## src/hdl/tbb_pkg.sv

```systemverilog
package tbb_pkg;

  // Fixed-point one in Q16.16.
  localparam logic [31:0] ONE_Q16 = 32'h0001_0000;

  localparam int CoordWidthDef = 32;
  localparam int QueueDepth    = 4;
  localparam int NumRegs       = 6;
  localparam int RegIdxW       = 3;
  localparam int RegAddrW      = RegIdxW + 3;

  // Register indexes, eight bytes apart on the configuration port.
  localparam logic [RegIdxW-1:0] REG_ROW0_XY = 3'd0;
  localparam logic [RegIdxW-1:0] REG_ROW0_ZT = 3'd1;
  localparam logic [RegIdxW-1:0] REG_ROW1_XY = 3'd2;
  localparam logic [RegIdxW-1:0] REG_ROW1_ZT = 3'd3;
  localparam logic [RegIdxW-1:0] REG_ROW2_XY = 3'd4;
  localparam logic [RegIdxW-1:0] REG_ROW2_ZT = 3'd5;

  // Identity transform after reset.
  localparam logic [63:0] ROW0_XY_RST = {32'h0, ONE_Q16};
  localparam logic [63:0] ROW0_ZT_RST = 64'h0;
  localparam logic [63:0] ROW1_XY_RST = {ONE_Q16, 32'h0};
  localparam logic [63:0] ROW1_ZT_RST = 64'h0;
  localparam logic [63:0] ROW2_XY_RST = 64'h0;
  localparam logic [63:0] ROW2_ZT_RST = {32'h0, ONE_Q16};

  // Matrix coefficients m[row][col] and translation t[row], all Q16.16.
  typedef struct packed {
    logic [2:0][2:0][31:0] m;
    logic [2:0][31:0]      t;
  } xform_t;

  // One vertex request after sign extension of its coordinates.
  typedef struct packed {
    logic [2:0][31:0] v;
    logic             first;
    logic             last;
  } vtx_t;

  // Coordinate width as used by the datapath: held between 16 and 32 bits.
  function automatic int cw_eff(input int w);
    int r;
    r = w;
    if (r > 32) r = 32;
    if (r < 16) r = 16;
    return r;
  endfunction

endpackage

```

## src/hdl/tbb_front.sv

```systemverilog
module tbb_front #(
  parameter int COORD_WIDTH = tbb_pkg::CoordWidthDef
) (
  input  logic               clk,
  input  logic               rst_n,
  input  logic               in_valid,
  output logic               in_stall,
  input  logic signed [31:0] in_vertex_x,
  input  logic signed [31:0] in_vertex_y,
  input  logic signed [31:0] in_vertex_z,
  input  logic               in_first_vertex,
  input  logic               in_last_vertex,
  output logic               vtx_valid,
  input  logic               vtx_take,
  output tbb_pkg::vtx_t      vtx
);
  import tbb_pkg::*;

  localparam int CwEff    = cw_eff(COORD_WIDTH);
  localparam int ExtShift = 32 - CwEff;
  localparam int PtrW     = (QueueDepth > 1) ? $clog2(QueueDepth) : 1;
  localparam int CntW     = $clog2(QueueDepth + 1);

  vtx_t            q_r [QueueDepth];
  logic [PtrW-1:0] wr_ptr_r, wr_ptr_nxt;
  logic [PtrW-1:0] rd_ptr_r, rd_ptr_nxt;
  logic [CntW-1:0] cnt_r, cnt_nxt;
  logic            push, pop;
  vtx_t            entry;

  // Keep the low CwEff bits and extend their top bit.
  function automatic logic [31:0] sext_coord(input logic [31:0] x);
    logic signed [31:0] s;
    s = $signed(x << ExtShift);
    return 32'(s >>> ExtShift);
  endfunction

  assign in_stall  = (cnt_r == CntW'(QueueDepth));
  assign vtx_valid = (cnt_r != '0);
  assign push      = in_valid && !in_stall;
  assign pop       = vtx_take && vtx_valid;
  assign vtx       = q_r[rd_ptr_r];

  always_comb begin
    entry.v[0]  = sext_coord(in_vertex_x);
    entry.v[1]  = sext_coord(in_vertex_y);
    entry.v[2]  = sext_coord(in_vertex_z);
    entry.first = in_first_vertex;
    entry.last  = in_last_vertex;
  end

  always_comb begin
    wr_ptr_nxt = wr_ptr_r;
    rd_ptr_nxt = rd_ptr_r;
    cnt_nxt    = cnt_r;
    if (push) begin
      wr_ptr_nxt = (wr_ptr_r == PtrW'(QueueDepth - 1)) ? '0 : wr_ptr_r + 1'b1;
    end
    if (pop) begin
      rd_ptr_nxt = (rd_ptr_r == PtrW'(QueueDepth - 1)) ? '0 : rd_ptr_r + 1'b1;
    end
    if (push && !pop) cnt_nxt = cnt_r + 1'b1;
    else if (pop && !push) cnt_nxt = cnt_r - 1'b1;
  end

  always_ff @(posedge clk) begin
    if (!rst_n) begin
      wr_ptr_r <= '0;
      rd_ptr_r <= '0;
      cnt_r    <= '0;
    end else begin
      wr_ptr_r <= wr_ptr_nxt;
      rd_ptr_r <= rd_ptr_nxt;
      cnt_r    <= cnt_nxt;
    end
  end

  always_ff @(posedge clk) begin
    if (push) q_r[wr_ptr_r] <= entry;
  end

  a_cnt_bound: assert property (@(posedge clk) disable iff (!rst_n)
    cnt_r <= CntW'(QueueDepth))
    else $error("queue count beyond depth");

  a_cnt_grow: assert property (@(posedge clk) disable iff (!rst_n)
    (push && !pop) |=> (cnt_r == $past(cnt_r) + 1'b1))
    else $error("queue count did not follow a lone push");

  a_take_nonempty: assert property (@(posedge clk) disable iff (!rst_n)
    vtx_take |-> (cnt_r != '0))
    else $error("back end took from an empty queue");

endmodule

```

## config.mk

```make
export PLATFORM = sky130hd
export DESIGN_NAME = tbb_front
export DESIGN_NICKNAME = d
export VERILOG_FILES = /design/src/hdl/tbb_pkg.sv /design/src/hdl/tbb_front.sv
export SDC_FILE = /design/constraint.sdc
export NUM_CORES = 1
export LEC_CHECK = 0
export ABC_AREA = 1
export BUFFER_PORTS_ARGS = -buffer_cell sky130_fd_sc_hd__buf_4
export CELL_PAD_IN_SITES_DETAIL_PLACEMENT = 0
export CELL_PAD_IN_SITES_GLOBAL_PLACEMENT = 1
export CORE_ASPECT_RATIO = 1.2
export CORE_MARGIN = 2
export CORE_UTILIZATION = 47
export CTS_CLUSTER_DIAMETER = 100
export DETAILED_ROUTE_END_ITERATION = 6
export PLACE_DENSITY_LB_ADDON = 0.08
export SETUP_SLACK_MARGIN = 0.4
export SYNTH_ARGS = -nofsm -noshare
export SYNTH_HDL_FRONTEND = slang
export SYNTH_SLANG_ARGS = --single-unit
```

## constraint.sdc

```tcl
create_clock -name clk -period 6.8 [get_ports clk]
set_input_delay 1.02 -clock clk [delete_from_list [all_inputs] [get_ports clk]]
set_output_delay 1.02 -clock clk [all_outputs]
set_load 0.02 [all_outputs]
```

==> results.json <==
{
  "layout-drive-gt1-share_pct": 22.21,
  "cp_max_fo": 135,
  "slowest_stage": "inv_6",
  "hold_viol": 0,
  "grt_pass1_wl_mm": 47.68,
  "hold_class": "reg -> reg",
  "cts_hold_buf": 0,
  "min_period_ns": 4.145,
  "cts_max_level": 2,
  "root_buffer": "clkbuf_16",
  "syn_inst": 1019,
  "crit_required_ns": 5.78,
  "die_h_um": 199.7,
  "power.leakage_nw": 6.290,
  "hold_depth": 2,
  "fmax_mhz": 241.3,
  "track_usage_pct": 18.55,
  "die_area_um2": 33380,
  "max_stage_delay_ns": 0.77,
  "fin_nets": 1318,
  "synth_seq_cells": 401,
  "die_w_um": 167.1,
  "vias": 8808,
  "place.gp.congestion": 0.7133,
  "drc": 0,
  "syn_area_um2": 15010,
  "arrival_ns": 3.13,
  "fp-row-count": 71,
  "dp.cells": 1567,
  "antenna_left": 0,
  "crit_path_cell_trace": "inv_6 -> buf_4 -> o21ai_0 -> o22ai_1 -> buf_4",
  "grt_pass1_vias": 8685,
  "clockBufferDepth": 3,
  "worst_slew_pin_slew_ns": 1.120,
  "antenna_found_initial": 2,
  "p_per_area_nw_per_um2": 408.3,
  "coreArea_um2": 31360,
  "grt_overflow": 0,
  "cts_tree": "done",
  "ys_types": 22,
  "syn_nets": 1128,
  "clock_latency_ns": 0.52,
  "ys.warnings.count": 0,
  "crit_top_cell": "buf_4",
  "ys_seq_area_share_pct": 79.64,
  "timing.rr.end": "q_r[3][50]",
  "final_cells": 1641,
  "drtPass1Iterations": 6,
  "wirelength_mm": 31.62,
  "syn_to_final_growth_pct": 19.89,
  "post_cts_resized": 0,
  "crit_family": "buffers and inverters",
  "critPathKind": "reg -> out",
  "crit_end": "vtx[16]",
  "setup_viol": 0,
  "grt_setup_unrepaired": "no",
  "io_buffer_count": 201,
  "first_iter_violations": 606,
  "worst-path-stages": 5,
  "postSynthAreaPerCell_um2": 14.73,
  "clock_sinks": 401,
  "drt-wirelength-per-cell_um": 19.27,
  "worst-path-buf-inv": 3,
  "drt-vias-per-instance": 5.367,
  "end_kind": "output port",
  "cts_made_buffers": 41,
  "vdd_ir_drop_max_mv": 0.3138,
  "drv_cap": 0,
  "hpwl_mm": 16.86,
  "status": "completed",
  "tns_ns": 0,
  "cts_setup_buffers": 0,
  "io_pins": 202,
  "hp-start": "cnt_r[0]",
  "fin_crit_sh_pct": 60.96,
  "slew_violations": 0,
  "clkTransAtPathRegs_ns": 0.06,
  "critPathLaunchType": "register",
  "r2r_slack_ns": 4.08,
  "skew_ns": 0.01471,
  "r2r_start": "cnt_r[0]",
  "rr_worst_depth": 5,
  "start_util_pct": 47.86,
  "maxSlewHeadroom_pct": 25.15,
  "grt_max_degree": 136
}
## layer usage
| layer | track usage, % | wire (um) |
|---|---|---|
| met5 | 0 | 13 |
| met4 | 4.789 | 530 |
| met3 | 4.495 | 2072 |
| met2 | 33.14 | 16140 |
| met1 | 22.83 | 12870 |
## placed cells by master, fill, tap and decap left out, drive strengths merged
cell and count:
a21oi 2, buf 211, clkbuf 52, clkinv 20
dfxtp 9, diode 2, edfxtp 392, fa 1
ha 6, inv 18, nand2 15, nand3 1
nand3b 1, nand4 1, nor2 213, o21ai 198
o22ai 98
## cells by family (layout without fill, tap and decap cells)
group	Yosys count	after routing	synth area share (%)
other	0	2	0
adders and majority gates	7	7	0.6336
and+or+nand+nor	231	231	5.828
buffers and inverters	82	301	3.143
DFF	401	401	79.64
AOI/OAI and AO/OA	298	298	10.76
## worst min-delay path by stage
stage                           to
after CTS                 cnt_r[0]
after global placement    cnt_r[0]
after floorplan           cnt_r[0]
after detailed placement  cnt_r[0]
final                     cnt_r[0]
after global routing      cnt_r[0]
## flip-flops by register name, indices dropped and copies added (netlist names), named ones only
signal    flops
cnt_r         3
q_r         392
rd_ptr_r      2
wr_ptr_r      2
## cell type report
class | count | area [um^2]
Timing Repair Buffer | 211 | 1622
Sequential cell | 401 | 11960
Antenna cell | 2 | 5.005
Tap cell | 401 | 501.7
Multi-Input combinational cell | 536 | 2614
Inverter | 18 | 73.82
Fill cell | 2543 | 13370
Clock inverter | 20 | 97.59
Clock buffer | 52 | 1120
## Yosys cell counts
| library cell | number | share of area (%) |
|---|---|---|
| clkbuf_2 | 2 | 0.067 |
| inv_1 | 16 | 0.40 |
| inv_2 | 1 | 0.025 |
| nor2_1 | 213 | 5.3 |
| ha_1 | 6 | 0.50 |
| buf_4 | 5 | 0.25 |
| o21ai_0 | 151 | 5.0 |
| inv_6 | 1 | 0.058 |
| clkbuf_1 | 34 | 0.85 |
| fa_1 | 1 | 0.13 |
| buf_6 | 15 | 1.1 |
| nand3b_1 | 1 | 0.050 |
| nand2_1 | 15 | 0.38 |
| nand4_1 | 1 | 0.042 |
| buf_2 | 7 | 0.23 |
| nand3_1 | 1 | 0.033 |
| o21ai_1 | 47 | 1.6 |
| a21oi_1 | 2 | 0.067 |
| edfxtp_1 | 392 | 78 |
| dfxtp_1 | 9 | 1.2 |
| buf_12 | 1 | 0.13 |
| o22ai_1 | 98 | 4.1 |
## through the flow
step,utilization (%),cell area (um^2),power [mW],hold slack [ns],setup slack [ns]
after floorplan,-,15010,4.541,0.4801,1.001
after global placement,53.48,16770,5.401,0.4985,3.182
after detailed placement,53.48,16770,5.418,0.5054,3.162
after CTS,57.36,17990,7.436,0.5139,2.598
after global routing,57.36,17990,7.716,0.5697,2.299
final,57.38,17990,7.346,0.5098,2.655
## tightest hold or removal path: cells and delay by family (launching register included)
family | cells | cell delay, ns
DFF | 1 | 0.34
AOI/OAI and AO/OA | 1 | 0.06
buffers and inverters | 1 | 0.07
## where the power goes
group	leakage, nW	total, mW	switching, mW	internal (mW)
logic	2.02	2.21	1.44	0.768
clock network	0.607	2.02	0.861	1.16
registers	3.67	3.11	0.102	3.01
No activity file was read; power rests on OpenSTA's default activity.
